`config.mk`:
```
export PLATFORM = sky130hd
export DESIGN_NAME = rgb_hsv_color_convert_top
export DESIGN_NICKNAME = d
export VERILOG_FILES = /design/src/hw/rtl/rhc_pkg.sv /design/src/hw/rtl/rhc_pipe_ctrl.sv /design/src/hw/rtl/rhc_fwd_path.sv /design/src/hw/rtl/rhc_rev_path.sv /design/src/hw/rtl/rgb_hsv_color_convert_top.sv
export SDC_FILE = /design/constraint.sdc
export NUM_CORES = 2
export LEC_CHECK = 0
export ABC_AREA = 1
export BUFFER_PORTS_ARGS = -buffer_cell sky130_fd_sc_hd__buf_2
export CAP_MARGIN = 5
export CORE_ASPECT_RATIO = 1.25
export CORE_MARGIN = 2
export CORE_UTILIZATION = 55
export DETAILED_ROUTE_END_ITERATION = 16
export HOLD_SLACK_MARGIN = 0.15
export PLACE_DENSITY = 0.72
export SKIP_CTS_REPAIR_TIMING = 1
export SYNTH_ARGS = -nofsm -noshare
export SYNTH_HDL_FRONTEND = slang
export SYNTH_SLANG_ARGS = --single-unit
```
`constraint.sdc`:
```
create_clock -name clock -period 18.4 [get_ports clock]
set_input_delay 3.68 -clock clock [delete_from_list [all_inputs] [get_ports clock]]
set_output_delay 3.68 -clock clock [all_outputs]
set_load 0.02 [all_outputs]
```
`src/hw/rtl/rhc_pkg.sv`:
```
// ----------------------------------------------------------------------------
// rhc_pkg
// Shared types, constants and helpers for the RGB/HSV color converter.
// ----------------------------------------------------------------------------
package rhc_pkg;

   localparam int PIPE_STAGES = 7;

   localparam logic [7:0] FULL_SCALE     = 8'd255;
   localparam logic [7:0] HUE_SECTOR     = 8'd43;
   localparam logic [7:0] HUE_BASE_RED   = 8'd0;
   localparam logic [7:0] HUE_BASE_GREEN = 8'd85;
   localparam logic [7:0] HUE_BASE_BLUE  = 8'd171;
   localparam logic [7:0] REM_SCALE      = 8'd6;

   localparam logic DIR_RGB_TO_HSV = 1'b0;
   localparam logic DIR_HSV_TO_RGB = 1'b1;

   typedef struct packed {
      logic [7:0] channel_a;
      logic [7:0] channel_b;
      logic [7:0] channel_c;
   } req_word_type;

   typedef struct packed {
      logic [7:0] result_a;
      logic [7:0] result_b;
      logic [7:0] result_c;
   } rsp_word_type;

   typedef struct packed {
      logic valid;
      logic mode;
   } pipe_tail_type;

   // one restoring division step: returns {quotient bit, new remainder}
   function automatic logic [8:0] div_bit(input logic [7:0] rem,
                                          input logic       next_bit,
                                          input logic [7:0] divisor);
      logic [8:0] trial;
      logic [8:0] diff;
      trial = {rem, next_bit};
      diff  = trial - {1'b0, divisor};
      if (trial >= {1'b0, divisor}) begin
         return {1'b1, diff[7:0]};
      end else begin
         return {1'b0, trial[7:0]};
      end
   endfunction

endpackage

```
`src/hw/rtl/rhc_pipe_ctrl.sv`:
```
// ----------------------------------------------------------------------------
// rhc_pipe_ctrl
// Valid and mode bits for every stage, with per-stage load enables so that
// bubbles collapse and a stall at the output loses or repeats nothing.
// ----------------------------------------------------------------------------
module rhc_pipe_ctrl (
   input  logic                                clock,
   input  logic                                reset,
   input  logic                                req_valid,
   input  logic                                rsp_stall,
   input  logic                                mode,
   output logic [rhc_pkg::PIPE_STAGES-1:0]     stage_en,
   output rhc_pkg::pipe_tail_type              tail
);
   import rhc_pkg::*;

   logic [PIPE_STAGES-1:0] valid_ff;
   logic [PIPE_STAGES-1:0] valid_in;
   logic [PIPE_STAGES-1:0] mode_ff;
   logic [PIPE_STAGES-1:0] mode_in;
   logic [PIPE_STAGES-1:0] ready;

   always_comb begin
      ready[PIPE_STAGES-1] = !valid_ff[PIPE_STAGES-1] || !rsp_stall;
      for (int i = PIPE_STAGES - 2; i >= 0; i--) begin
         ready[i] = !valid_ff[i] || ready[i+1];
      end
   end

   always_comb begin
      valid_in = valid_ff;
      mode_in  = mode_ff;
      if (ready[0]) begin
         valid_in[0] = req_valid;
         mode_in[0]  = mode;
      end
      for (int i = 1; i < PIPE_STAGES; i++) begin
         if (ready[i]) begin
            valid_in[i] = valid_ff[i-1];
            mode_in[i]  = mode_ff[i-1];
         end
      end
   end

   always_ff @(posedge clock) begin
      if (reset) begin
         valid_ff <= '0;
      end else begin
         valid_ff <= valid_in;
      end
      mode_ff <= mode_in;
   end

   assign stage_en   = ready;
   assign tail.valid = valid_ff[PIPE_STAGES-1];
   assign tail.mode  = mode_ff[PIPE_STAGES-1];

endmodule

```
`src/hw/rtl/rhc_fwd_path.sv`:
```
// ----------------------------------------------------------------------------
// rhc_fwd_path
// RGB to HSV datapath: min/max, scaling products, two pipelined 2-bit-per-
// stage dividers for saturation and hue offset, then hue assembly.
// ----------------------------------------------------------------------------
module rhc_fwd_path (
   input  logic                            clock,
   input  logic [rhc_pkg::PIPE_STAGES-1:0] stage_en,
   input  rhc_pkg::req_word_type           in_word,
   output rhc_pkg::rsp_word_type           out_word
);
   import rhc_pkg::*;

   localparam int DIV_STAGES = 4;

   typedef struct packed {
      logic [7:0] s_rem;
      logic [7:0] s_quo;
      logic [7:0] s_low;
      logic [7:0] h_rem;
      logic [7:0] h_quo;
      logic [7:0] h_low;
      logic [7:0] vmax;
      logic [7:0] delta;
      logic       neg;
      logic [7:0] base;
   } div_state_type;

   // stage 1: extremes and hue difference
   logic [7:0] vmax_ff, vmax_in, delta_ff, delta_in, adiff_ff, adiff_in, base_ff, base_in;
   logic       neg_ff, neg_in;

   always_comb begin
      logic [7:0] r, g, b, vmin, pos, sub;
      r = in_word.channel_a;
      g = in_word.channel_b;
      b = in_word.channel_c;
      if (r >= g && r >= b) begin
         vmax_in = r;
         base_in = HUE_BASE_RED;
         pos     = g;
         sub     = b;
      end else if (g >= b) begin
         vmax_in = g;
         base_in = HUE_BASE_GREEN;
         pos     = b;
         sub     = r;
      end else begin
         vmax_in = b;
         base_in = HUE_BASE_BLUE;
         pos     = r;
         sub     = g;
      end
      vmin = (r <= g) ? r : g;
      if (b < vmin) begin
         vmin = b;
      end
      delta_in = vmax_in - vmin;
      neg_in   = pos < sub;
      adiff_in = neg_in ? (sub - pos) : (pos - sub);
   end

   always_ff @(posedge clock) begin
      if (stage_en[0]) begin
         vmax_ff  <= vmax_in;
         delta_ff <= delta_in;
         adiff_ff <= adiff_in;
         base_ff  <= base_in;
         neg_ff   <= neg_in;
      end
   end

   // stage 2: dividends
   logic [15:0] s_num_ff, s_num_in, h_num_ff, h_num_in;
   logic [7:0]  vmax2_ff, delta2_ff, base2_ff;
   logic        neg2_ff;

   assign s_num_in = {delta_ff, 8'd0} - {8'd0, delta_ff};
   assign h_num_in = {8'd0, adiff_ff} * {8'd0, HUE_SECTOR};

   always_ff @(posedge clock) begin
      if (stage_en[1]) begin
         s_num_ff  <= s_num_in;
         h_num_ff  <= h_num_in;
         vmax2_ff  <= vmax_ff;
         delta2_ff <= delta_ff;
         base2_ff  <= base_ff;
         neg2_ff   <= neg_ff;
      end
   end

   // stages 3 to 6: division, two quotient bits per stage
   div_state_type div_src [DIV_STAGES+1];
   div_state_type div_ff  [DIV_STAGES];

   assign div_src[0] = {s_num_ff[15:8], 8'd0, s_num_ff[7:0],
                        h_num_ff[15:8], 8'd0, h_num_ff[7:0],
                        vmax2_ff, delta2_ff, neg2_ff, base2_ff};

   for (genvar k = 0; k < DIV_STAGES; k++) begin : g_div
      div_state_type step_in;

      always_comb begin
         logic [8:0] s1, s2, h1, h2;
         s1 = div_bit(div_src[k].s_rem, div_src[k].s_low[7], div_src[k].vmax);
         s2 = div_bit(s1[7:0], div_src[k].s_low[6], div_src[k].vmax);
         h1 = div_bit(div_src[k].h_rem, div_src[k].h_low[7], div_src[k].delta);
         h2 = div_bit(h1[7:0], div_src[k].h_low[6], div_src[k].delta);
         step_in       = div_src[k];
         step_in.s_rem = s2[7:0];
         step_in.s_quo = {div_src[k].s_quo[5:0], s1[8], s2[8]};
         step_in.s_low = {div_src[k].s_low[5:0], 2'b00};
         step_in.h_rem = h2[7:0];
         step_in.h_quo = {div_src[k].h_quo[5:0], h1[8], h2[8]};
         step_in.h_low = {div_src[k].h_low[5:0], 2'b00};
      end

      always_ff @(posedge clock) begin
         if (stage_en[2+k]) begin
            div_ff[k] <= step_in;
         end
      end

      assign div_src[k+1] = div_ff[k];
   end

   // stage 7: hue assembly, grey and black
   rsp_word_type out_ff, out_in;

   always_comb begin
      div_state_type fin;
      logic [7:0]    offset;
      fin    = div_src[DIV_STAGES];
      offset = fin.neg ? (8'd0 - fin.h_quo) : fin.h_quo;
      out_in.result_c = fin.vmax;
      if (fin.delta == 8'd0) begin
         out_in.result_a = '0;
         out_in.result_b = '0;
      end else begin
         out_in.result_a = fin.base + offset;
         out_in.result_b = fin.s_quo;
      end
   end

   always_ff @(posedge clock) begin
      if (stage_en[PIPE_STAGES-1]) begin
         out_ff <= out_in;
      end
   end

   assign out_word = out_ff;

endmodule

```
`src/hw/rtl/rhc_rev_path.sv`:
```
// ----------------------------------------------------------------------------
// rhc_rev_path
// HSV to RGB datapath: region, remainder and p, then q/t products over
// two multiply stages, region select, then delay to match the forward path.
// ----------------------------------------------------------------------------
module rhc_rev_path (
   input  logic                            clock,
   input  logic [rhc_pkg::PIPE_STAGES-1:0] stage_en,
   input  rhc_pkg::req_word_type           in_word,
   output rhc_pkg::rsp_word_type           out_word
);
   import rhc_pkg::*;

   localparam int WORK_STAGES = 4;

   // stage 1: region, remainder, p
   logic [2:0] region_ff, region_in;
   logic [7:0] rem_ff, rem_in, sat_ff, val_ff, p_ff;
   logic       grey_ff;
   logic [15:0] p_prod;

   always_comb begin
      logic [7:0] h, hoff, hrem;
      h = in_word.channel_a;
      if (h >= 8'd215) begin
         region_in = 3'd5;
      end else if (h >= 8'd172) begin
         region_in = 3'd4;
      end else if (h >= 8'd129) begin
         region_in = 3'd3;
      end else if (h >= 8'd86) begin
         region_in = 3'd2;
      end else if (h >= HUE_SECTOR) begin
         region_in = 3'd1;
      end else begin
         region_in = 3'd0;
      end
      hoff   = 8'({5'd0, region_in} * HUE_SECTOR);
      hrem   = h - hoff;
      rem_in = 8'(hrem * REM_SCALE);
   end

   assign p_prod = {8'd0, in_word.channel_c} * {8'd0, FULL_SCALE - in_word.channel_b};

   always_ff @(posedge clock) begin
      if (stage_en[0]) begin
         region_ff <= region_in;
         rem_ff    <= rem_in;
         sat_ff    <= in_word.channel_b;
         val_ff    <= in_word.channel_c;
         p_ff      <= p_prod[15:8];
         grey_ff   <= in_word.channel_b == 8'd0;
      end
   end

   // stage 2: saturation times remainder
   logic [15:0] sq_prod, st_prod;
   logic [7:0]  kq_ff, kt_ff, val2_ff, p2_ff;
   logic [2:0]  region2_ff;
   logic        grey2_ff;

   assign sq_prod = {8'd0, sat_ff} * {8'd0, rem_ff};
   assign st_prod = {8'd0, sat_ff} * {8'd0, FULL_SCALE - rem_ff};

   always_ff @(posedge clock) begin
      if (stage_en[1]) begin
         kq_ff      <= FULL_SCALE - sq_prod[15:8];
         kt_ff      <= FULL_SCALE - st_prod[15:8];
         val2_ff    <= val_ff;
         p2_ff      <= p_ff;
         region2_ff <= region_ff;
         grey2_ff   <= grey_ff;
      end
   end

   // stage 3: q and t
   logic [15:0] q_prod, t_prod;
   logic [7:0]  q3_ff, t3_ff, val3_ff, p3_ff;
   logic [2:0]  region3_ff;
   logic        grey3_ff;

   assign q_prod = {8'd0, val2_ff} * {8'd0, kq_ff};
   assign t_prod = {8'd0, val2_ff} * {8'd0, kt_ff};

   always_ff @(posedge clock) begin
      if (stage_en[2]) begin
         q3_ff      <= q_prod[15:8];
         t3_ff      <= t_prod[15:8];
         val3_ff    <= val2_ff;
         p3_ff      <= p2_ff;
         region3_ff <= region2_ff;
         grey3_ff   <= grey2_ff;
      end
   end

   // stage 4: region select
   rsp_word_type sel_in;
   rsp_word_type dly_src [PIPE_STAGES-WORK_STAGES+1];
   rsp_word_type dly_ff  [PIPE_STAGES-WORK_STAGES+1];

   always_comb begin
      if (grey3_ff) begin
         sel_in = '{val3_ff, val3_ff, val3_ff};
      end else begin
         case (region3_ff)
            3'd0:    sel_in = '{val3_ff, t3_ff, p3_ff};
            3'd1:    sel_in = '{q3_ff, val3_ff, p3_ff};
            3'd2:    sel_in = '{p3_ff, val3_ff, t3_ff};
            3'd3:    sel_in = '{p3_ff, q3_ff, val3_ff};
            3'd4:    sel_in = '{t3_ff, p3_ff, val3_ff};
            default: sel_in = '{val3_ff, p3_ff, q3_ff};
         endcase
      end
   end

   assign dly_src[0] = sel_in;

   // select register plus delay stages up to the common output stage
   for (genvar k = 0; k <= PIPE_STAGES - WORK_STAGES; k++) begin : g_dly
      always_ff @(posedge clock) begin
         if (stage_en[WORK_STAGES-1+k]) begin
            dly_ff[k] <= dly_src[k];
         end
      end
      if (k < PIPE_STAGES - WORK_STAGES) begin : g_link
         assign dly_src[k+1] = dly_ff[k];
      end
   end

   assign out_word = dly_ff[PIPE_STAGES-WORK_STAGES];

endmodule

```
`src/hw/rtl/rgb_hsv_color_convert_top.sv`:
```
// ----------------------------------------------------------------------------
// rgb_hsv_color_convert_top
// Pixel converter between RGB and HSV, 8 bits per channel.
// ----------------------------------------------------------------------------
// Usage:
//   req_word carries one pixel (channel_a/b/c), rsp_word one converted pixel
//   (result_a/b/c). A word moves when valid is high and stall is low.
//   csr_write_enable/csr_write_data set the direction bit: 0 = RGB to HSV,
//   1 = HSV to RGB. Change it only with the pipeline empty; each word picks
//   up the direction at entry.
//   Throughput is one pixel per cycle while req_stall is low, set by a
//   7-stage pipeline whose longest part is the saturation and hue divider,
//   two quotient bits per stage over four stages.
//   When rsp_stall is high, the last stage holds and earlier stages keep
//   filling empty slots; req_stall rises only once every stage is full.
//   Reset clears all valid bits and sets the direction to RGB to HSV.
// ----------------------------------------------------------------------------
module rgb_hsv_color_convert_top (
   input  logic                  clock,
   input  logic                  reset,
   input  logic                  csr_write_enable,
   input  logic                  csr_write_data,
   input  logic                  req_valid,
   output logic                  req_stall,
   input  rhc_pkg::req_word_type req_word,
   output logic                  rsp_valid,
   input  logic                  rsp_stall,
   output rhc_pkg::rsp_word_type rsp_word
);
   import rhc_pkg::*;

   logic                   dir_ff, dir_in;
   logic [PIPE_STAGES-1:0] stage_en;
   pipe_tail_type          tail;
   rsp_word_type           fwd_word, rev_word;

   assign dir_in = csr_write_enable ? csr_write_data : dir_ff;

   always_ff @(posedge clock) begin
      if (reset) begin
         dir_ff <= DIR_RGB_TO_HSV;
      end else begin
         dir_ff <= dir_in;
      end
   end

   rhc_pipe_ctrl u_ctrl (
      .clock     (clock),
      .reset     (reset),
      .req_valid (req_valid),
      .rsp_stall (rsp_stall),
      .mode      (dir_ff),
      .stage_en  (stage_en),
      .tail      (tail)
   );

   rhc_fwd_path u_fwd (
      .clock    (clock),
      .stage_en (stage_en),
      .in_word  (req_word),
      .out_word (fwd_word)
   );

   rhc_rev_path u_rev (
      .clock    (clock),
      .stage_en (stage_en),
      .in_word  (req_word),
      .out_word (rev_word)
   );

   assign req_stall = !stage_en[0];
   assign rsp_valid = tail.valid;
   assign rsp_word  = (tail.mode == DIR_HSV_TO_RGB) ? rev_word : fwd_word;

endmodule

```
==> flow_summary.toml <==
[run_status]
outcome = "finished clean"

[clock_network]
root_buffer = "clkbuf_16"
cts_buffer_depth = 3
path_clk_slew_ps = 60
htreeDepth = 2
cts_num_sinks = 508
cts_buffers = 50
worstSkewPairLatency_ps = 590
cts_tree = "yes"

[timing]
setup_ws_ps = 6100
max_freq_mhz = 81.3
slew_headroom_pct = 22.4
fin_skew_ps = 22.4
fin_crit_sh_pct = 66.9
tns_ps = 0
worst_pin_slew_ps = 1160
hold_viol = 0
finalSetupViolations = 0
report.final.slew_viol_count = 0
rsz0062_at_grt = "no"
min_period_ps = 12300

[detailed_routing]
drc = 0
dr.first_iter.drc_count = 1581
wl_per_cell_um = 15.8
finalWirelength_um = 72300
dr.pass1.iters = 6
detail-route-antenna-nets = 0
viasPerCell = 5.28
vias = 24217

[critical_path]
crit_slowest_cell = "nor2_1"
crit_cells = 16
crit_fanout = 78
cp-end-kind = "output pin"
criticalPathCategory = "in2out"
path_cells = "buf_2 > nand2_2 > nor2_1 > inv_2 > nor2_1 > inv_2 > buf_4 > nor2_1 > inv_2 > buf_4 > nor2_1 > clkinv_2 > nor2_1 > clkinv_2 > nor2_1 > buf_2"
cpPeakStageDelay_ps = 660
cp-start-kind = "input pin"
path_delay_family = "simple AND/OR/NAND/NOR gates"
ff2ff_setup_slack_ps = 12610
path_buf_inv = 9
crit_top_cell = "nor2_1"
cp.required_ps = 14720
r2r_cells = 16
cp.arrival_ps = 8620

[synth]
avgSynthCellArea_um2 = 10.0
synth_area_leaders = "edfxtp_1 41%, ha_1 14%, fa_1 11%, inv_1 7.2%, nand2_1 6.1%"
synth_common_cells = "699 x inv_1, 592 x nand2_1, 500 x edfxtp_1, 411 x ha_1, 235 x nor2_1"
syn_nets = 4298
synth_top_cell_area_share_pct = 41.0
ys.warnings.count = 0
yosysSeqAreaShare_pct = 41.5
yosysTopAreaCell = "edfxtp_1"
synth_seq_cells = 508
synth_edf_count = 500
syn_area_um2 = 36600
synth_cell_type_count = 64
ys_async_sr_fraction_pct = 0
ys.flop_type = "edfxtp_1"
synth_cells = 3658
synth_most_common_cell = "inv_1"

[placement]
dp_hpwl_um = 56700
pre_cts_ws_ps = 6050
dp_cells = 4492
gp_congestion = 0.906
numPortBuffers = 55

[hold_path]
min_delay_path_depth = 0
hold_path.class = "reg2reg"

[run]
drv_cap = 0

[global_routing]
grt_overflow_total = 0
grt_pass1_vias = 24484
grt_max_degree = 79
grt_usage_pct = 21.5
grt_first_pass_wirelength_um = 120000
antenna_found_initial = 2

[layout]
fin_cells = 4587
syn2layout_area_growth_pct = 7.00
nFillCells = 5484
utilization_pct = 59.6
drive_above_1_share_pct = 7.35
fin_nets = 4328

[floorplanning]
num_io_pins = 56
start_util_pct = 55.7
die_w_um = 235
dieArea_um2 = 68600
chipHeight_um = 292
num_rows = 105
core_um2 = 65700
[cells in the final DEF (no fill, tap or decap), types with 55 or more instances in the layout]
master    instances
xor2_1           97
a21oi_1         223
edfxtp_1        500
ha_1            411
nor2_1          235
xnor2_1          64
nand3_1          57
inv_1           693
buf_2            55
fa_1            199
nand2_1         591
o21ai_0         123
[kinds of logic (layout without fill, tap and decap cells)]
logic type	Yosys count	count (layout)	share of synthesized area [%]
xor+xnor	161	161	3.85
flops	508	508	41.5
other cells	0	1	0
compound gates	554	554	9.02
fa+ha+maj	610	610	24.9
buf+inv	798	870	8.45
simple gates	998	998	11.4
mux	29	29	0.882
[area by class of cell]
class / count / area (um^2) / area share (%)
sequential: 508 / 15200 / 38.8
tap: 856 / 1070 / 2.74
clock inverter: 36 / 254 / 0.649
multi-input combinational: 2352 / 18300 / 46.8
timing repair buffer: 62 / 328 / 0.837
inverter: 714 / 2680 / 6.85
clock buffer: 58 / 1310 / 3.35
antenna: 1 / 2.50 / 0.00639
[sequential cells by signal (all words and copies together), names as in the netlist, 14 cells and up]
register	flops
u_fwd.out_word	24
u_rev.dly_ff	96
u_fwd.h_num_ff	14
u_fwd.div_ff	189
u_fwd.s_num_ff	15
[layer usage]
layer / up-vias / GRT usage (%) / routed length, um
met3: 161 / 2.85 / 2920
li1: 12147 / - / -
met1: 11382 / 25.8 / 29800
met5: - / 0 / 18
met2: 523 / 38.9 / 36800
met4: 4 / 8.38 / 2780
[path summary, 6_finish.rpt]
| check | startpoint | end |
|---|---|---|
| hold / removal | u_fwd.s_num_ff[2] | u_fwd.div_ff[0][49] |
| hold reg to reg | u_fwd.s_num_ff[2] | u_fwd.div_ff[0][49] |
| setup reg to reg | u_ctrl.valid_ff[6] | u_rev.p_ff[0] |
| setup / recovery | rsp_stall | req_stall |
[per-stage QoR]
stage / cell area, um^2 / hold slack, ps
6_report: 39200 / 411
5_1_grt: 39100 / 421
4_1_cts: 39100 / 405
3_5_place_dp: 37600 / 405
3_3_place_gp: 37600 / 401
2_1_floorplan: 36600 / 400
Power is left out: the tool's default activity adds up to more than one toggle a clock period on the data nets, which glitch-free logic cannot reach.
